`config.mk`:
```
export PLATFORM = sky130hd
export DESIGN_NAME = best_fit_offset_allocator_unit
export DESIGN_NICKNAME = d
export VERILOG_FILES = /design/src/rtl/bfoa_pkg.sv /design/src/rtl/best_fit_offset_allocator_unit.sv
export SDC_FILE = /design/constraint.sdc
export NUM_CORES = 2
export LEC_CHECK = 0
export BUFFER_PORTS_ARGS = -buffer_cell sky130_fd_sc_hd__buf_4
export CAP_MARGIN = 10
export CORE_AREA = 2 2 400 402
export DETAILED_ROUTE_END_ITERATION = 10
export DIE_AREA = 0 0 402 404
export GPL_ROUTABILITY_DRIVEN = 0
export HOLD_SLACK_MARGIN = 0.1
export PLACE_DENSITY = 0.69
export SLEW_MARGIN = 10
export SYNTH_ARGS = -nofsm -noshare
export SYNTH_HDL_FRONTEND = slang
export SYNTH_SLANG_ARGS = --single-unit
```
`constraint.sdc`:
```
create_clock -name clk -period 13.8 [get_ports clk]
set_input_delay 0.69 -clock clk [delete_from_list [all_inputs] [get_ports clk]]
set_output_delay 0.69 -clock clk [all_outputs]
set_load 0.005 [all_outputs]
```
`src/rtl/bfoa_pkg.sv`:
```
// Shared types and codes for the best-fit offset allocator.
package bfoa_pkg;
  localparam int unsigned OffW = 20;
  localparam int unsigned SizeW = 21;
  localparam int unsigned MaxCapacity = 1048576;
  localparam int unsigned AlignBytes = 16;

  localparam logic [1:0] OP_ALLOC  = 2'd0;
  localparam logic [1:0] OP_FREE   = 2'd1;
  localparam logic [1:0] OP_CLEAR  = 2'd2;
  localparam logic [1:0] OP_UNUSED = 2'd3;

  localparam logic [2:0] ST_OK         = 3'd0;
  localparam logic [2:0] ST_NO_SPACE   = 3'd1;
  localparam logic [2:0] ST_NOT_FOUND  = 3'd2;
  localparam logic [2:0] ST_TABLE_FULL = 3'd3;
  localparam logic [2:0] ST_ZERO_SIZE  = 3'd4;

  typedef struct packed {
    logic [1:0]       operation;
    logic [SizeW-1:0] request_size;
    logic [OffW-1:0]  free_offset;
  } in_word_t;

  typedef struct packed {
    logic [2:0]       status;
    logic [OffW-1:0]  granted_offset;
    logic [SizeW-1:0] granted_size;
    logic [SizeW-1:0] bytes_in_use;
  } out_word_t;

  // one table entry
  typedef struct packed {
    logic [OffW-1:0]  start;
    logic [SizeW-1:0] len;
    logic             free;
  } entry_t;

  typedef enum logic [3:0] {
    S_IDLE, S_SCAN, S_SCAN_LAST, S_DECIDE, S_SHIFT_UP, S_SHIFT_UP_W,
    S_FIND, S_FIND_LAST, S_MERGE, S_MERGE_W, S_TOP, S_TOP_LAST, S_DONE
  } state_t;
endpackage

```
`src/rtl/best_fit_offset_allocator_unit.sv`:
```
// Top level of the best-fit offset allocator.
// Takes one command word when start is high and busy is low; answers with one
// result word, shown for one cycle under out_valid (no backpressure). The block
// table sits in one synchronous RAM with a registered read; a sequencer walks it.
// Steps from accept to result word: clear writes entry 0 directly; allocate
// scans every entry, then moves entries up one at a time to open a slot and
// writes it; free runs a find pass, then a merge pass that reads each entry
// once and copies it down, and a top pass over the current block count.
// busy is also high for the first cycle after reset while entry 0 is written.
// A capacity write rebuilds the table at once (only entry 0 and the count
// change; stale entries beyond the count are never read). cfg_ready is high
// only while idle.
module best_fit_offset_allocator_unit #(
  parameter int unsigned MAX_BLOCKS = 32
) (
  input  logic                  clk,
  input  logic                  rst_n,
  input  logic                  start,
  output logic                  busy,
  input  bfoa_pkg::in_word_t    in_word,
  output logic                  out_valid,
  output bfoa_pkg::out_word_t   out_word,
  input  logic                  cfg_valid,
  output logic                  cfg_ready,
  input  logic [20:0]           cfg_data
);
  import bfoa_pkg::*;
  localparam int unsigned IW = $clog2(MAX_BLOCKS);
  localparam int unsigned CW = $clog2(MAX_BLOCKS + 1);
  localparam int unsigned AW = (AlignBytes > 1) ? $clog2(AlignBytes) : 1;

  // block table RAM
  entry_t mem [MAX_BLOCKS];
  logic          we;
  logic [IW-1:0] waddr, raddr;
  entry_t        wdata, rdata_r;
  always_ff @(posedge clk) begin
    if (we) mem[waddr] <= wdata;
    rdata_r <= mem[raddr];
  end

  state_t state_r, state_nxt;
  logic [SizeW-1:0] cap_r, cap_nxt;
  logic [CW-1:0] cnt_r, cnt_nxt;
  logic [SizeW-1:0] used_r, used_nxt;
  in_word_t cmd_r, cmd_nxt;
  logic [SizeW-1:0] sz_r, sz_nxt;
  logic [CW-1:0] i_r, i_nxt;           // read pointer
  logic [CW-1:0] j_r, j_nxt;           // write pointer / aux
  logic found_r, found_nxt;
  logic [IW-1:0] best_r, best_nxt;
  entry_t bent_r, bent_nxt;            // best or current accumulated entry
  logic [SizeW-1:0] top_r, top_nxt;
  out_word_t out_r, out_nxt;
  logic ov_r, ov_nxt;
  logic init_r;

  // effective capacity: saturate, then align down
  logic [SizeW-1:0] cap_eff;
  logic [SizeW-1:0] cap_sat;
  always_comb begin
    cap_sat = (cfg_data > SizeW'(MaxCapacity)) ? SizeW'(MaxCapacity) : cfg_data;
    cap_eff = (cap_sat / SizeW'(AlignBytes)) * SizeW'(AlignBytes);
  end

  // aligned request size (22 bits to hold the carry)
  logic [SizeW:0] req_up;
  assign req_up = ((({1'b0, in_word.request_size} + (SizeW+1)'(AlignBytes - 1))
                    >> AW) << AW);

  // entry 0 is written in the first cycle after reset, so hold off then too
  assign busy      = (state_r != S_IDLE) || init_r;
  assign cfg_ready = !busy && !start;
  assign out_valid = ov_r;
  assign out_word  = out_r;

  always_ff @(posedge clk) begin
    if (!rst_n) begin
      state_r <= S_IDLE;
      cap_r   <= SizeW'(65536);
      cnt_r   <= CW'(1);
      used_r  <= '0;
      ov_r    <= 1'b0;
    end else begin
      state_r <= state_nxt;
      cap_r   <= cap_nxt;
      cnt_r   <= cnt_nxt;
      used_r  <= used_nxt;
      ov_r    <= ov_nxt;
    end
    cmd_r <= cmd_nxt; sz_r <= sz_nxt; i_r <= i_nxt; j_r <= j_nxt;
    found_r <= found_nxt; best_r <= best_nxt; bent_r <= bent_nxt;
    top_r <= top_nxt; out_r <= out_nxt;
  end

  // entry 0 is rewritten by the reset sequence: first cycle after reset
  always_ff @(posedge clk) begin
    if (!rst_n) init_r <= 1'b1;
    else init_r <= 1'b0;
  end

  // aligned size overflowed past the field: nothing can fit
  function automatic logic req_up_hi(in_word_t w);
    logic [SizeW:0] t;
    t = ({1'b0, w.request_size} + (SizeW+1)'(AlignBytes - 1)) >> AW;
    return t[SizeW-AW];
  endfunction

  logic [SizeW-1:0] rest;
  logic [SizeW:0] end_sum;
  always_comb begin
    state_nxt = state_r; cap_nxt = cap_r; cnt_nxt = cnt_r; used_nxt = used_r;
    cmd_nxt = cmd_r; sz_nxt = sz_r; i_nxt = i_r; j_nxt = j_r;
    found_nxt = found_r; best_nxt = best_r; bent_nxt = bent_r; top_nxt = top_r;
    out_nxt = out_r; ov_nxt = 1'b0;
    we = 1'b0; waddr = '0; wdata = '0; raddr = IW'(i_r);
    rest = bent_r.len - sz_r;
    end_sum = {2'b0, rdata_r.start} + {1'b0, rdata_r.len};
    case (state_r)
      S_IDLE: begin
        if (init_r) begin
          we = 1'b1; wdata = '{start: '0, len: cap_r, free: 1'b1};
        end else if (cfg_valid && cfg_ready) begin
          cap_nxt = cap_eff; used_nxt = '0;
          cnt_nxt = (cap_eff != '0) ? CW'(1) : '0;
          we = 1'b1; wdata = '{start: '0, len: cap_eff, free: 1'b1};
        end else if (start) begin
          cmd_nxt = in_word; i_nxt = '0; found_nxt = 1'b0;
          sz_nxt = req_up[SizeW-1:0];
          raddr = '0; i_nxt = CW'(1);
          out_nxt = '{status: ST_OK, granted_offset: '0, granted_size: '0,
                      bytes_in_use: used_r};
          case (in_word.operation)
            OP_ALLOC: begin
              if (in_word.request_size == '0) begin
                out_nxt.status = ST_ZERO_SIZE; state_nxt = S_DONE;
              end else if (cnt_r == '0) begin
                out_nxt.status = ST_NO_SPACE; state_nxt = S_DONE;
              end else begin
                state_nxt = (cnt_r == CW'(1)) ? S_SCAN_LAST : S_SCAN;
              end
            end
            OP_FREE: begin
              if (cnt_r == '0) begin
                out_nxt.status = ST_NOT_FOUND; state_nxt = S_DONE;
              end else begin
                state_nxt = (cnt_r == CW'(1)) ? S_FIND_LAST : S_FIND;
              end
            end
            OP_CLEAR: begin
              used_nxt = '0; cnt_nxt = (cap_r != '0) ? CW'(1) : '0;
              out_nxt.bytes_in_use = '0;
              we = 1'b1; wdata = '{start: '0, len: cap_r, free: 1'b1};
              state_nxt = S_DONE;
            end
            default: state_nxt = S_DONE;
          endcase
        end
      end
      // rdata_r holds entry i_r-1
      S_SCAN, S_SCAN_LAST: begin
        if (rdata_r.free && {1'b0, rdata_r.len} >= {1'b0, sz_r} &&
            (!found_r || rdata_r.len < bent_r.len)) begin
          found_nxt = 1'b1; best_nxt = IW'(i_r - CW'(1)); bent_nxt = rdata_r;
        end
        i_nxt = i_r + CW'(1);
        if (state_r == S_SCAN_LAST) state_nxt = S_DECIDE;
        else if (i_r + CW'(1) == cnt_r) state_nxt = S_SCAN_LAST;
      end
      S_DECIDE: begin
        if (!found_r || req_up_hi(cmd_r)) begin
          out_nxt.status = ST_NO_SPACE; state_nxt = S_DONE;
        end else if (rest != '0 && cnt_r == CW'(MAX_BLOCKS)) begin
          out_nxt.status = ST_TABLE_FULL; state_nxt = S_DONE;
        end else begin
          used_nxt = used_r + sz_r;
          out_nxt.bytes_in_use = used_r + sz_r;
          out_nxt.granted_offset = bent_r.start; out_nxt.granted_size = sz_r;
          we = 1'b1; waddr = best_r;
          wdata = '{start: bent_r.start, len: sz_r, free: 1'b0};
          if (rest == '0) state_nxt = S_DONE;
          else begin
            j_nxt = cnt_r;  // next slot to fill by shifting up
            i_nxt = cnt_r;
            state_nxt = S_SHIFT_UP;
          end
        end
      end
      S_SHIFT_UP: begin
        if (j_r == CW'(best_r) + CW'(1)) begin
          we = 1'b1; waddr = IW'(j_r);
          wdata = '{start: bent_r.start + sz_r[OffW-1:0], len: rest, free: 1'b1};
          cnt_nxt = cnt_r + CW'(1);
          state_nxt = S_DONE;
        end else begin
          raddr = IW'(j_r - CW'(1));
          state_nxt = S_SHIFT_UP_W;
        end
      end
      S_SHIFT_UP_W: begin
        we = 1'b1; waddr = IW'(j_r); wdata = rdata_r;
        j_nxt = j_r - CW'(1);
        state_nxt = S_SHIFT_UP;
      end
      S_FIND, S_FIND_LAST: begin
        i_nxt = i_r + CW'(1);
        if (!rdata_r.free && rdata_r.start == cmd_r.free_offset &&
            rdata_r.len == cmd_r.request_size) begin
          we = 1'b1; waddr = IW'(i_r - CW'(1));
          wdata = '{start: rdata_r.start, len: rdata_r.len, free: 1'b1};
          used_nxt = used_r - rdata_r.len;
          out_nxt.bytes_in_use = used_r - rdata_r.len;
          // merge pass: i reads, j writes; bent holds pending entry
          raddr = '0; i_nxt = CW'(1); j_nxt = '0;
          state_nxt = S_MERGE_W;
          found_nxt = 1'b0;
        end else if (state_r == S_FIND_LAST) begin
          out_nxt.status = ST_NOT_FOUND; state_nxt = S_DONE;
        end else if (i_r + CW'(1) == cnt_r) begin
          state_nxt = S_FIND_LAST;
        end
      end
      // the freed mark is already in the RAM; entry i_r-1 is read again here
      S_MERGE_W: begin
        raddr = IW'(i_r - CW'(1));
        state_nxt = S_MERGE;
      end
      S_MERGE: begin
        // rdata_r = entry i_r-1
        if (!found_r) begin
          bent_nxt = rdata_r; found_nxt = 1'b1;
        end else if (bent_r.free && rdata_r.free &&
                     ({2'b0, bent_r.start} + {1'b0, bent_r.len}) ==
                     {{(SizeW+1-OffW){1'b0}}, rdata_r.start}) begin
          bent_nxt.len = bent_r.len + rdata_r.len;
        end else begin
          we = 1'b1; waddr = IW'(j_r); wdata = bent_r;
          j_nxt = j_r + CW'(1); bent_nxt = rdata_r;
        end
        if (i_r == cnt_r) begin
          state_nxt = S_TOP;
        end else begin
          i_nxt = i_r + CW'(1);
          state_nxt = S_MERGE_W;
        end
      end
      S_TOP: begin
        // flush the pending entry, set new count, start top pass
        if (i_r == cnt_r && found_r) begin
          we = 1'b1; waddr = IW'(j_r); wdata = bent_r;
          cnt_nxt = j_r + CW'(1);
          found_nxt = 1'b0;
          top_nxt = '0; i_nxt = '0;
        end else begin
          // rdata_r = entry i_r-1 when i_r > 0
          if (i_r != '0 && !rdata_r.free && end_sum[SizeW-1:0] > top_r)
            top_nxt = end_sum[SizeW-1:0];
          if (i_r == cnt_r) state_nxt = S_DONE;
          else begin
            raddr = IW'(i_r); i_nxt = i_r + CW'(1);
          end
        end
      end
      S_DONE: begin
        ov_nxt = 1'b1; state_nxt = S_IDLE;
      end
      default: state_nxt = S_IDLE;
    endcase
  end
endmodule

```
==> flow_summary_export.csv <==
group,metric,value,unit
run_status,status,"completed",
worst_hold_path,hold_class,"input port to flop",
logic_synthesis,synth_edf_count,1523,
logic_synthesis,synth_ff_type,"edfxtp_1",
timing,hold_violations,0,
logic_synthesis,avgSynthCellArea,12.3,µm²
floorplan,start_util,44.9,%
clock_tree,cts_tree,"built",
clock_tree,cts.sinks,1615,
critical_path,cp_top_family,"buffers and inverters",
floorplan,ios,136,
clock_tree,insertion_delay,0.82,ns
timing,whs,0.146,ns
floorplan,core_area,0.158,mm²
clock_tree,numCtsBuffers,159,
logic_synthesis,syn_area,0.0709,mm²
logic_synthesis,synth-xor-area-share,2.35,%
layout,drive_gt1_share,9.44,%
drt,wl_per_cell,26.3,µm
drt,drt_wl_total,213,mm
logic_synthesis,ys_seq_area_share,67.1,%
clock_tree,cts_root_buf,"clkbuf_16",
drt,wl_met1,83.7,mm
timing,relSlewSlack,13.4,%
logic_synthesis,yosysTopAreaCellShare,64.5,%
clock_tree,clk_pin_slew,0.06,ns
timing,clock.fmax,150,MHz
drt,wl_met2,94.8,mm
grt,grt_remaining_overflow,0,
grt,grt_util_all_layers,25.6,%
layout,num-fill-cells,13202,
clock_tree,cts-resized-gates,0,
drt,ant_nets,0,
floorplan,die-area,0.162,mm²
logic_synthesis,synth_top_family_by_area,"simple AND/OR/NAND/NOR gates",
power,power_density,236,mW/mm²
timing,tns,0,ns
timing,setup_viol,0,
logic_synthesis,synth-adder-area-share,2.87,%
critical_path,arrival,7.14,ns
logic_synthesis,yosys_warnings,0,
logic_synthesis,synthTopCellsByArea,"edfxtp_1 64%, nand2_1 7.1%, ha_1 2.7%",
critical_path,worst-path-buf-inv,4,
logic_synthesis,synth_cell_types,91,
clock_tree,cts_buffer_depth,3,
logic_synthesis,synth_seq_cells,1615,
critical_path,crit_required,14.27,ns
grt,grt_start_max_net_pins,156,
drt,drt_iter0_drc,6901,
grt,antenna_found_initial,7,
timing,maxSlewViolCount,0,
power,ir_worst_vdd,0.257,mV
critical_path,cpMostUsedCell,"buf_4",
timing,period_share,48.3,%
floorplan,die_y,404,µm
place,place_ws,7.34,ns
drt,vias_per_cell,6.16,
timing,worst_pin_slew,1.30,ns
critical_path,rrSetupSlack,7.13,ns
drt,drc,0,
logic_synthesis,synth_top_cells_by_count,"1523 x edfxtp_1, 1349 x nand2_1, 303 x nand3_1, 223 x nor2_1, 204 x and3_1",
drt,highest_layer,"met5",
critical_path,path_max_fanout,71,
drt,via_count,49837,
critical_path,crit_type,"flop to flop",
floorplan,die_w,402,µm
timing,setup_slack,7.13,ns
timing,finalCriticalPeriod,6.67,ns
logic_synthesis,syn_inst,5753,
layout,fin_nets,6111,
drt,dr_wl_met3,24.2,mm
power,leakage,28.7,nW
timing,rsz0062_at_grt,"false",
place,numPortBuffers,131,
critical_path,startpoint_type,"flop",
logic_synthesis,synthArstFlopShare,0,%
critical_path,crit_path_cell_trace,"xor2_1 -> nor4_1 -> nand3_1 -> nor4_4 -> buf_4 -> or2b_2 -> o2111ai_4 -> a21o_4 -> buf_4 -> buf_4 -> buf_4 -> mux2i_1 -> a32oi_1 -> nand4_1 -> nand4_1",
logic_synthesis,synth_mux_area_share,1.41,%
grt,grt_pass1_wl,311,mm
power,power.total,18.9,mW
critical_path,max_stage_delay,0.93,ns
job,drv_cap,0,
layout,synthToLayoutAreaGrowth,12.9,%
clock_tree,htreeDepth,4,
place,dp_hpwl,128,mm
logic_synthesis,synth-simple-area-share,15.2,%
grt,grt_pass1_vias,47423,
drt,drt_first_pass_iters,8,
floorplan,rows,146,
logic_synthesis,yosys.area.top_type,"edfxtp_1",
layout,final_core_util,50.7,%
critical_path,worst_path_max_delay_cell,"dfxtp_1",
critical_path,end_kind,"flop",
timing,fin_worst_skew,0.0460,ns
logic_synthesis,synth-compound-area-share,8.50,%
logic_synthesis,synth_most_common_cell,"edfxtp_1",
## sequential cells by signal, summed over array words and instances (netlist names)
register / count
bent_r: 42
best_r: 5
cap_r: 17
cmd_r: 41
cnt_r: 6
found_r: 1
i_r: 6
init_r: 1
j_r: 6
mem: 1344
out_valid: 1
out_word: 61
rdata_r: 42
state_r: 4
sz_r: 17
used_r: 21
## worst register-to-register path: cells and delay by family (launching register included)
family	cells	cell delay, ns
and+or+nand+nor	6	1.34
DFF	1	0.93
buffers and inverters	4	2.57
AOI/OAI and AO/OA	3	0.95
xor gates and xnor gates	1	0.23
muxes	1	0.30
## logic make-up after synthesis
group,count (synthesis)
simple gates,2407
buf+inv,440
other cells,1
fa+ha+maj,159
mux,96
flops,1615
xor+xnor,190
compound gates,845
## cell usage in the layout, fill, tap and decap left out, types with 37 or more instances in the layout
cell / count
clkbuf_16: 162
xnor2_1: 95
nor2_4: 37
inv_1: 115
a32oi_1: 84
clkbuf_1: 41
dfxtp_1: 92
nand4_1: 148
xor2_1: 95
ha_1: 153
edfxtp_1: 1523
a311oi_1: 87
a21oi_1: 127
nor3_1: 43
buf_4: 252
nand2_1: 1347
a21o_1: 50
nor2_1: 186
a31oi_1: 61
o21ai_0: 164
mux2i_1: 92
nand3_1: 302
and3_1: 204
## path summary, 6_finish.rpt
| check | startpoint | end | cells after the start |
|---|---|---|---|
| worst max-delay path | rdata_r[6] | rdata_r[37] | 15 |
| worst min-delay path | in_word[40] | cmd_r[40] | 1 |
| worst max register to register | rdata_r[6] | rdata_r[37] | 15 |
| worst min register to register | cap_r[6] | cap_r[6] | 2 |
## repair_timing
action / in CTS / in global routing
buffers inserted: 0 / 0
endpoints found under the hold margin: 36 / 0
hold buffers: 36 / 0
## area by class of cell
class,instances,area (µm²),share of cell area [%]
diodes,2,5.00,0.00625
clock buffers,213,4350,5.43
clock inverters,81,831,1.04
inverters,117,439,0.549
multi-input cells,3701,22000,27.4
flip-flops and latches,1615,47600,59.4
well taps,2072,2590,3.24
repair buffers,290,2290,2.86
## routing by layer
layer	up-vias	track usage, %
met1	24520	35.2
met5	-	0
met2	3091	39.2
met3	538	5.34
met4	8	11.8
li1	21680	-
## where the power goes
| part | leakage [nW] | switching [mW] | total [mW] | internal (mW) |
|---|---|---|---|---|
| combinational | 11.3 | 5.57 | 7.93 | 2.36 |
| sequential | 14.9 | 0.483 | 6.63 | 6.15 |
| clock | 2.52 | 1.90 | 4.32 | 2.42 |
## stage by stage
| step | cell area [µm²] | std cells |
|---|---|---|
| finish | 80000 | 8091 |
| global route | 80000 | 8089 |
| CTS | 80000 | 8089 |
| detailed placement | 74500 | 7759 |
| global placement | 74500 | 7759 |
| floorplan | 70900 | 5756 |
Note: power is estimated with default switching activity, not from simulation.
